### src/rtl/mcta_pkg.sv
// mcta_pkg: shared widths, codes, chain payload types and the row pitch function
// for the mip chain texel address core. No dependencies.
package mcta_pkg;

  localparam int NUM_CELLS = 16;   // one cell per possible mip level
  localparam int MIP_W     = 5;
  localparam int ROW_W     = 22;   // unsaturated row pitch
  localparam int TOT_W     = 38;   // unsaturated surface size
  localparam int ACC_W     = 39;   // layer size and mip prefix sums
  localparam int PIX_W     = 6;    // bytes per pixel, up to 32
  localparam int BASE_W    = 58;
  localparam int OFF_W     = 49;
  localparam int SROW_W    = 20;
  localparam int SIZE_W    = 36;

  localparam logic [2:0] REG_BASE_WIDTH  = 3'd0;
  localparam logic [2:0] REG_BASE_HEIGHT = 3'd1;
  localparam logic [2:0] REG_MIP_COUNT   = 3'd2;
  localparam logic [2:0] REG_LAYER_COUNT = 3'd3;
  localparam logic [2:0] REG_PLANE_COUNT = 3'd4;
  localparam logic [2:0] REG_ELEM_SIZE   = 3'd5;
  localparam logic [2:0] REG_BLOCK_COMP  = 3'd6;

  localparam logic [1:0] ST_OK         = 2'd0;
  localparam logic [1:0] ST_RANGE      = 2'd1;
  localparam logic [1:0] ST_COMPRESSED = 2'd2;

  typedef struct packed {
    logic [15:0]      w;
    logic [15:0]      h;
    logic [ROW_W-1:0] row;
    logic [ACC_W-1:0] layer_bytes;
    logic [ACC_W-1:0] prefix;
    logic [ROW_W-1:0] sel_row;
    logic [TOT_W-1:0] sel_total;
    logic [15:0]      sel_h;
  } chain_t;

  typedef struct packed {
    logic [MIP_W-1:0] mips;
    logic [3:0]       mip;
    logic [7:0]       es;
    logic             comp;
  } cell_ctl_t;

  // row pitch of a surface of width w
  function automatic logic [ROW_W-1:0] pitch_bytes(input logic [15:0] w, input logic [7:0] es,
                                                   input logic comp);
    logic [16:0] wq;
    logic [15:0] a;
    logic [24:0] pr;
    logic [24:0] pu;
    wq = ({1'b0, w} + 17'd3) >> 2;
    a  = comp ? wq[15:0] : w;
    pr = 25'(a) * 25'(es);
    pu = (pr + 25'd7) >> 3;
    return comp ? pr[ROW_W-1:0] : pu[ROW_W-1:0];
  endfunction

endpackage

### src/rtl/mcta_cell.sv
// mcta_cell: one mip level of the chain; sizes its surface, adds it to the running
// sums and hands the halved surface to the next cell. Depends on mcta_pkg.
module mcta_cell
  import mcta_pkg::*;
#(
  parameter int IDX = 0
) (
  input  logic      clk,
  input  logic      rst_n,
  input  cell_ctl_t ctl,
  input  logic      in_vld,
  input  chain_t    in_d,
  output logic      out_vld,
  output chain_t    out_d
);

  localparam logic [MIP_W-1:0] CELL_IDX = MIP_W'(IDX);

  logic             out_vld_r;
  chain_t           out_d_r;
  chain_t           d_nxt;
  logic [16:0]      hq;
  logic [15:0]      hh;
  logic [TOT_W-1:0] t;
  logic [15:0]      w_half;
  logic [15:0]      h_half;

  always_comb begin
    hq     = ({1'b0, in_d.h} + 17'd3) >> 2;
    hh     = ctl.comp ? hq[15:0] : in_d.h;
    t      = TOT_W'(hh) * TOT_W'(in_d.row);
    w_half = (in_d.w >> 1 == 16'd0) ? 16'd1 : in_d.w >> 1;
    h_half = (in_d.h >> 1 == 16'd0) ? 16'd1 : in_d.h >> 1;
    d_nxt  = in_d;
    d_nxt.w   = w_half;
    d_nxt.h   = h_half;
    d_nxt.row = pitch_bytes(w_half, ctl.es, ctl.comp);
    if (CELL_IDX < ctl.mips) begin
      d_nxt.layer_bytes = in_d.layer_bytes + {1'b0, t};
    end
    if (CELL_IDX < {1'b0, ctl.mip}) begin
      d_nxt.prefix = in_d.prefix + {1'b0, t};
    end
    if (CELL_IDX == {1'b0, ctl.mip}) begin
      d_nxt.sel_row   = in_d.row;
      d_nxt.sel_total = t;
      d_nxt.sel_h     = in_d.h;
    end
  end

  always_ff @(posedge clk) begin
    if (!rst_n) begin
      out_vld_r <= 1'b0;
    end else begin
      out_vld_r <= in_vld;
    end
  end

  always_ff @(posedge clk) begin
    if (in_vld) begin
      out_d_r <= d_nxt;
    end
  end

  assign out_vld = out_vld_r;
  assign out_d   = out_d_r;

endmodule

### config.mk
export PLATFORM = sky130hd
export DESIGN_NAME = mcta_cell
export DESIGN_NICKNAME = d
export VERILOG_FILES = /design/src/rtl/mcta_pkg.sv /design/src/rtl/mcta_cell.sv
export SDC_FILE = /design/constraint.sdc
export NUM_CORES = 2
export LEC_CHECK = 0
export ABC_AREA = 1
export BUFFER_PORTS_ARGS = -buffer_cell sky130_fd_sc_hd__buf_4
export CAP_MARGIN = 5
export CORE_MARGIN = 2
export CORE_UTILIZATION = 55
export CTS_CLUSTER_DIAMETER = 40
export DETAILED_ROUTE_END_ITERATION = 7
export PLACE_DENSITY_LB_ADDON = 0.05
export SETUP_SLACK_MARGIN = 0.4
export SYNTH_ARGS = -nofsm -noshare
export SYNTH_HDL_FRONTEND = slang
export SYNTH_SLANG_ARGS = --single-unit
### constraint.sdc
create_clock -name clk -period 9.4 [get_ports clk]
set_input_delay 0 -clock clk [delete_from_list [all_inputs] [get_ports clk]]
set_output_delay 0 -clock clk [all_outputs]
set_load 0.005 [all_outputs]
==> flow_summary.toml <==
[cts]
clockBufferDepth = 3
post_cts_buffers = 0
cts_buffers = 42
clk_pin_slew_ns = 0.05
root_buffer = "clkbuf_16"
clock_sinks = 207
htreeDepth = 2
cts_tree = "done"

[placed_design]
gp_congestion = 1.02
port_buffers = 434
hpwl_um = 79900

[synth]
synth_area_leaders = "fa_1 (24%), edfxtp_1 (21%), nand2_1 (13%)"
synth-seq-cells = 207
avgSynthCellArea_um2 = 7.66
synthFlopType = "edfxtp_1"
synth_async_sr_flop_share_pct = 0
synthTopCellsByCount = "nand2_1 (1022), inv_1 (684), nor2_1 (402), fa_1 (358), ha_1 (239)"
synth.top_cell.area_share_pct = 23.8
yosysMostFrequentCell = "nand2_1"
ys.warnings.count = 0
synth_edf_count = 206
yosysTopAreaCell = "fa_1"
yosysUniqueCellTypes = 59
netlist_area_um2 = 30200
netlist_instances = 3940
ys_seq_area_share_pct = 20.6

[routing]
drt-pass1-iter-count = 5
drt_iter0_markers = 2113
vias = 28927
wl_per_cell_um = 18.9
vias_per_cell = 5.48
drcViolationCount = 0
routed_wl_um = 99800
drtAntennaViolNets = 0

[layout]
area_delta_synth_final_pct = 25.1
seq_area_um2 = 6210
fin_nets = 5375
drive_above_1_share_pct = 14.1
multi_input_area_um2 = 21000
n_fill_cell = 4535

[grt]
met1_usage_pct = 46.7
antenna_found_initial = 3
grt_pass1_wl_um = 157000
grt_pass1_vias = 28810
grt-busiest-layer = "met2"
gr-usage-met2_pct = 57.5
use_met3_pct = 7.88
grt_max_degree = 95
grt_overflow = 0
gr-usage-all-layers_pct = 35.7

[timing]
final-hold-violation-count = 0
relSlewSlack_pct = 10.1
post-route-period-util_pct = 91.5
tightest_slew_ns = 1.34
rsz0062_at_grt = "true"
drv_slew = 0
fmax_mhz = 116
final-setup-viol-count = 0
fin_tns_setup_ns = 0
period_minus_slack_ns = 8.60

[critical_path]
cpPeakStageDelay_ns = 0.65
critPathKind = "input port to flip-flop"
cp-end-kind = "flip-flop"
cp_max_fo = 13
critPathArrivalTime_ns = 8.87
cp-start-kind = "input port"
cp_slowest_cell = "xor2_1"
cpMostUsedCell = "fa_1"
required_ns = 9.67

[floorplan]
core_um2 = 54000
start_util_pct = 55.8
num_rows = 85
pin_count = 438
die_y_um = 238
die_w_um = 238
dieArea_um2 = 56700

[job]
max-cap-violations = 0

[worst_hold_path]
hold_class = "input port to flip-flop"

[run_status]
outcome = "completed"
-- logic make-up after synthesis --
group | after synthesis | share of synthesized area [%]
xor gates and xnor gates | 84 | 2.49
other | 1 | 0.0124
adders and majority gates | 597 | 33.7
DFF | 207 | 20.6
buffers and inverters | 823 | 10.4
and+or+nand+nor | 1757 | 24.0
AOI/OAI and AO/OA | 471 | 8.86
-- stage by stage --
step	instances	setup WS [ns]	hold WS (ns)	cell area, um2	util (%)
finish	5281	0.801	0.0704	37800	69.9
floorplan	3941	1.65	0.0935	30200	-
detailed placement	5002	0.283	0.186	34200	63.3
CTS	5279	0.527	0.0357	37600	69.7
global placement	5002	0.460	0.180	34200	63.3
global route	5280	0.362	0.0900	37800	69.9
-- flip-flops by register name (all words and copies together), names as in the netlist --
| register | cells |
|---|---|
| out_vld | 1 |
| out_d | 206 |
-- worst paths after layout --
check,from,end,slack [ns],cells after the start
worst max-delay path,in_d[179],out_d[107],0.80,35
worst min-delay path,in_d[167],out_d[67],0.07,3
-- timing repair --
| action | 4_1_cts | 5_1_grt |
|---|---|---|
| hold buffers | 199 | 0 |
| gates resized for setup | 0 | 19 |
| endpoints found under the hold margin | 268 | 0 |
| setup endpoints to repair | 0 | 40 |
-- placed cells by master, fill, tap and decap left out, types with 9 or more instances in the layout --
cell type      netlist  layout
a21o_1              18      18
a21oi_1            137     137
a31oi_1             38      37
and2_1              25      23
buf_4                3     483
clkbuf_16            0      42
clkinv_1             9      13
dlygate4sd3_1        0     199
edfxtp_1           206     206
fa_1               358     358
ha_1               239     238
inv_1              684     683
inv_2                9       9
inv_6                0      10
nand2_1           1022    1022
nand2_2             14      14
nand3_1            167     167
nand3b_1            13      13
nand4_1             33      33
nor2_1             402     402
nor3_1              35      34
o21ai_0            186     182
o21ai_1             17      20
o21ai_2             10      11
o21bai_1            14      14
or2_2               19      19
xnor2_1             32      32
xor2_1              50      43
-- critical path, delay by kind of cell --
kind | cells | cell delay [ns]
fa+ha+maj | 8 | 3.85
compound gates | 7 | 1.47
simple gates | 11 | 1.46
buf+inv | 7 | 1.23
xor+xnor | 2 | 0.80
-- area by class of cell --
| type | count | area share, % |
|---|---|---|
| tap | 696 | 2.31 |
| inverter | 702 | 6.98 |
| sequential | 207 | 16.4 |
| timing repair buffer | 685 | 15.0 |
| multi-input combinational | 2911 | 55.5 |
| clock buffer | 44 | 2.80 |
| antenna | 2 | 0.0133 |
| clock inverter | 34 | 0.997 |
-- routing by layer --
| layer | up-vias | wire length, um |
|---|---|---|
| met4 | 2 | 4430 |
| met3 | 232 | 9170 |
| li1 | 13631 | - |
| met5 | - | 13 |
| met1 | 13823 | 40100 |
| met2 | 1239 | 46100 |
Power is left out: the tool's default activity adds up to more than one toggle a clock period on the data nets, which glitch-free logic cannot reach.
