`src/rtl/mcta_pkg.sv`:
```
// mcta_pkg: shared widths, codes, chain payload types and the row pitch function
// for the mip chain texel address core. No dependencies.
package mcta_pkg;

  localparam int NUM_CELLS = 16;   // one cell per possible mip level
  localparam int MIP_W     = 5;
  localparam int ROW_W     = 22;   // unsaturated row pitch
  localparam int TOT_W     = 38;   // unsaturated surface size
  localparam int ACC_W     = 39;   // layer size and mip prefix sums
  localparam int PIX_W     = 6;    // bytes per pixel, up to 32
  localparam int BASE_W    = 58;
  localparam int OFF_W     = 49;
  localparam int SROW_W    = 20;
  localparam int SIZE_W    = 36;

  localparam logic [2:0] REG_BASE_WIDTH  = 3'd0;
  localparam logic [2:0] REG_BASE_HEIGHT = 3'd1;
  localparam logic [2:0] REG_MIP_COUNT   = 3'd2;
  localparam logic [2:0] REG_LAYER_COUNT = 3'd3;
  localparam logic [2:0] REG_PLANE_COUNT = 3'd4;
  localparam logic [2:0] REG_ELEM_SIZE   = 3'd5;
  localparam logic [2:0] REG_BLOCK_COMP  = 3'd6;

  localparam logic [1:0] ST_OK         = 2'd0;
  localparam logic [1:0] ST_RANGE      = 2'd1;
  localparam logic [1:0] ST_COMPRESSED = 2'd2;

  typedef struct packed {
    logic [15:0]      w;
    logic [15:0]      h;
    logic [ROW_W-1:0] row;
    logic [ACC_W-1:0] layer_bytes;
    logic [ACC_W-1:0] prefix;
    logic [ROW_W-1:0] sel_row;
    logic [TOT_W-1:0] sel_total;
    logic [15:0]      sel_h;
  } chain_t;

  typedef struct packed {
    logic [MIP_W-1:0] mips;
    logic [3:0]       mip;
    logic [7:0]       es;
    logic             comp;
  } cell_ctl_t;

  // row pitch of a surface of width w
  function automatic logic [ROW_W-1:0] pitch_bytes(input logic [15:0] w, input logic [7:0] es,
                                                   input logic comp);
    logic [16:0] wq;
    logic [15:0] a;
    logic [24:0] pr;
    logic [24:0] pu;
    wq = ({1'b0, w} + 17'd3) >> 2;
    a  = comp ? wq[15:0] : w;
    pr = 25'(a) * 25'(es);
    pu = (pr + 25'd7) >> 3;
    return comp ? pr[ROW_W-1:0] : pu[ROW_W-1:0];
  endfunction

endpackage

```
`src/rtl/mcta_div.sv`:
```
// mcta_div: radix-4 restoring divider, row pitch over bytes per pixel, two quotient
// bits a cycle. Depends on mcta_pkg.
module mcta_div
  import mcta_pkg::*;
(
  input  logic             clk,
  input  logic             rst_n,
  input  logic             start,
  input  logic [ROW_W-1:0] dividend,
  input  logic [PIX_W-1:0] divisor,
  output logic             done,
  output logic [ROW_W-1:0] quotient
);

  localparam int STEPS = ROW_W / 2;
  localparam int CNT_W = $clog2(STEPS);

  logic             busy_r;
  logic             done_r;
  logic [CNT_W-1:0] cnt_r;
  logic [ROW_W-1:0] dvd_r;
  logic [PIX_W-1:0] rem_r;
  logic [PIX_W-1:0] dsr_r;
  logic [PIX_W:0]   r1;
  logic [PIX_W:0]   r1s;
  logic [PIX_W:0]   r2;
  logic [PIX_W:0]   r2s;
  logic             q1;
  logic             q2;

  always_comb begin
    r1  = {rem_r, dvd_r[ROW_W-1]};
    q1  = r1 >= {1'b0, dsr_r};
    r1s = q1 ? r1 - {1'b0, dsr_r} : r1;
    r2  = {r1s[PIX_W-1:0], dvd_r[ROW_W-2]};
    q2  = r2 >= {1'b0, dsr_r};
    r2s = q2 ? r2 - {1'b0, dsr_r} : r2;
  end

  always_ff @(posedge clk) begin
    if (!rst_n) begin
      busy_r <= 1'b0;
      done_r <= 1'b0;
      cnt_r  <= '0;
    end else begin
      done_r <= 1'b0;
      if (start) begin
        busy_r <= 1'b1;
        cnt_r  <= '0;
      end else if (busy_r) begin
        cnt_r <= cnt_r + 1'b1;
        if (cnt_r == CNT_W'(STEPS - 1)) begin
          busy_r <= 1'b0;
          done_r <= 1'b1;
        end
      end
    end
  end

  always_ff @(posedge clk) begin
    if (start) begin
      dvd_r <= dividend;
      rem_r <= '0;
      dsr_r <= divisor;
    end else if (busy_r) begin
      dvd_r <= {dvd_r[ROW_W-3:0], q1, q2};
      rem_r <= r2s[PIX_W-1:0];
    end
  end

  assign done     = done_r;
  // zero bytes per pixel gives a zero limit
  assign quotient = (dsr_r == '0) ? '0 : dvd_r;

endmodule

```
`config.mk`:
```
export PLATFORM = sky130hd
export DESIGN_NAME = mcta_div
export DESIGN_NICKNAME = d
export VERILOG_FILES = /design/src/rtl/mcta_pkg.sv /design/src/rtl/mcta_div.sv
export SDC_FILE = /design/constraint.sdc
export NUM_CORES = 1
export LEC_CHECK = 0
export BUFFER_PORTS_ARGS = -buffer_cell sky130_fd_sc_hd__buf_2
export CAP_MARGIN = 10
export CELL_PAD_IN_SITES_DETAIL_PLACEMENT = 0
export CELL_PAD_IN_SITES_GLOBAL_PLACEMENT = 1
export CORE_ASPECT_RATIO = 1.5
export CORE_MARGIN = 3
export CORE_UTILIZATION = 38
export DETAILED_ROUTE_END_ITERATION = 12
export MAX_ROUTING_LAYER = met4
export PLACE_DENSITY = 0.73
export SYNTH_ARGS = -nofsm -noshare
export SYNTH_HDL_FRONTEND = slang
export SYNTH_SLANG_ARGS = --single-unit
```
`constraint.sdc`:
```
create_clock -name clk -period 3.15 [get_ports clk]
set_input_delay 0.945 -clock clk [delete_from_list [all_inputs] [get_ports clk]]
set_output_delay 0.945 -clock clk [all_outputs]
set_load 0.005 [all_outputs]
```
==> impl_metrics.toml <==
[global_routing]
grt_overflow = 0
grt_pass1_vias = 2113
grt_max_degree = 22
grt_pass1_wl_um = 10200
antenna_found_initial = 1
grtUsageTotal_pct = 19.1

[power]
power.switching_uw = 1060
pwr_density_cell_nw_per_um2 = 876
leakage_uw = 0.00146
seqPwrFrac_pct = 24.4
power.clock.fraction_pct = 14.3
power_frac_comb_pct = 61.2
internal-power_uw = 1880
ir_drop_mv = 0.395
swShare_pct = 35.9

[worst_setup_path]
critical_path_class = "reg2reg"
arrival_ns = 3.50
worstPathRequired_ns = 3.35
endpoint_kind = "flop"
crit_fanout = 4
startpoint_type = "flop"

[clock_network]
clkSlewWorstSetupHoldPaths_ns = 0.08
clock_path_buffers = 2
clock_latency_ns = 0.29
cts_made_buffers = 5
cts_tree = "done"
htree_num_levels = 2
clkSinkCount = 40
hold_buffers = 0
root_buffer = "clkbuf_8"

[timing]
hold_violations = 0
rsz0062_at_grt = "yes"
setup-violations-final = 7
whs_ns = 0.486
worst_slew_pin_slew_ns = 0.494
min_period_ns = 3.30
post-route-period-util_pct = 105
fin_skew_ns = 0.00603
maxSlewViolCount = 0
relSlewSlack_pct = 66.7
layout_setup_ws_ns = -0.152
fmax_ghz = 0.303

[placement]
gp_congestion = 0.947
dpl-instance-area_um2 = 3080
place_inst = 370
dpl.hpwl_um = 4860
port_buffers = 53
dp_worst_setup_slack_ns = -0.262

[synthesis]
synth_area_um2 = 2380
synth_nets = 263
synth_edf_count = 28
yosys_most_used_dff = "edfxtp_1"
synth_seq_cells = 40
yosysWarnings = 0
synth_async_sr_flop_share_pct = 0
syn_area_per_cell_um2 = 11.0
synth_top_area_cell = "edfxtp_1"
seq_area_frac_synth_pct = 45.4
synth_top_cell_area_share_pct = 35.3
ys_top_cells_by_area = "edfxtp_1 35%, mux2_2 12%, dfxtp_1 10%"
syn_inst = 216
synth.distinct_cells = 44
yosysMostFrequentCell = "edfxtp_1"
ys_top_cells_by_count = "28 x edfxtp_1, 25 x mux2_2, 20 x and2_1"

[floorplan]
io-pin-count = 54
die_h_um = 103
die_area_um2 = 7270
rows = 34
die_w_um = 70.6
coreArea_um2 = 5960
initial_core_util_pct = 40.0

[layout]
postLayoutCellArea_um2 = 3360
stdcell_count = 387
syn2layout_area_growth_pct = 40.9
fin_nets = 360
layout-drive-gt1-share_pct = 48.1

[run]
cap_violations = 0

[min_path]
hold_class = "reg2reg"

[routing]
vias = 1982
drtIter0Drc = 37
drc = 0
drtAntennaViolNets = 0
first_pass_iters = 4
routed_wirelength_um = 6310
vias_per_cell = 5.12
wl_per_cell_um = 16.3

[outcome]
status = "finished, violations left"
failed_checks = "setup timing"
[sequential cells by signal (all words and copies together) (netlist names)]
name    flops
dvd_r      22
dsr_r       6
busy_r      1
cnt_r       4
rem_r       6
done        1
[routing by layer]
layer / global-route usage [%] / vias up / share of wire (%)
li1: - / 981 / -
met1: 19.0 / 930 / 37
met4: 10.6 / 0 / 4.8
met2: 35.5 / 51 / 54
met5: - / - / 0
met3: 2.93 / 20 / 3.3
[through the flow]
step / TNS, ns / util [%] / total power [µW]
floorplan: -0.0120 / - / 1580
global placement: -0.583 / 51.7 / 2200
detailed placement: -0.772 / 51.7 / 2190
CTS: -0.364 / 55.9 / 2860
global route: -1.60 / 56.3 / 3130
finish: -0.663 / 56.3 / 2940
[critical path, stage by stage (launching register included)]
cell and delay, ns:
edfxtp_1 0.41, inv_2 0.11, ha_4 0.20, a21o_1 0.16, a211oi_2 0.28, o21a_1 0.20
buf_6 0.12, mux2_4 0.33, ha_4 0.23, and4_1 0.18, a31oi_2 0.17, o211ai_2 0.14
or2_1 0.25, buf_4 0.16, o311ai_4 0.26
[cells in the final DEF (no fill, tap or decap), types with 6 or more instances in the layout]
cell	count
buf_2	53
buf_4	40
edfxtp_1	28
mux2_2	22
and2_1	20
nor2_1	15
inv_1	13
dfxtp_1	12
ha_1	7
ha_4	7
nand2_1	6
a21oi_1	6
[cell type report]
| type | instances | area (µm²) |
|---|---|---|
| Sequential cell | 40 | 1080 |
| Tap cell | 72 | 90.1 |
| Timing Repair Buffer | 97 | 619 |
| Inverter | 14 | 52.6 |
| Fill cell | 561 | 2600 |
| Clock inverter | 3 | 42.5 |
| Clock buffer | 5 | 68.8 |
| Antenna cell | 1 | 2.50 |
| Multi-Input combinational cell | 155 | 1400 |
[final timing paths]
path	start	end	slack, ns	depth (start not counted)
worst max-delay path	dsr_r[4]	rem_r[0]	-0.15	14
worst min-delay path	rem_r[5]	rem_r[5]	0.49	2
worst max register to register	dsr_r[4]	rem_r[0]	-0.15	14
worst min register to register	rem_r[5]	rem_r[5]	0.49	2
[cells by family (layout without fill, tap and decap cells)]
kind of cell / Yosys count / count (layout) / share of synthesized area, %
XOR/XNOR: 8 / 8 / 2.94
AND/OR/NAND/NOR: 63 / 63 / 14.5
buffers and inverters: 21 / 119 / 3.36
flip-flops: 40 / 40 / 45.4
other: 0 / 1 / 0
multiplexers: 26 / 26 / 12.2
adder cells (fa/ha/maj): 16 / 16 / 9.04
AO/OA/AOI/OAI: 42 / 42 / 12.6
[power by group through the flow]
| stage | registers [µW] | clock network (µW) | logic [µW] |
|---|---|---|---|
| finish | 718 | 421 | 1800 |
| global placement | 731 | 0 | 1470 |
| global route | 731 | 452 | 1950 |
| detailed placement | 730 | 0 | 1450 |
| floorplan | 710 | 0 | 874 |
| CTS | 719 | 432 | 1710 |
[timing repair]
action / CTS / global route
pin swaps: 3 / 6
buffers inserted: 8 / 0
gates resized for setup: 15 / 5
setup endpoints to repair: 7 / 7
No activity file was read; power rests on OpenSTA's default activity.
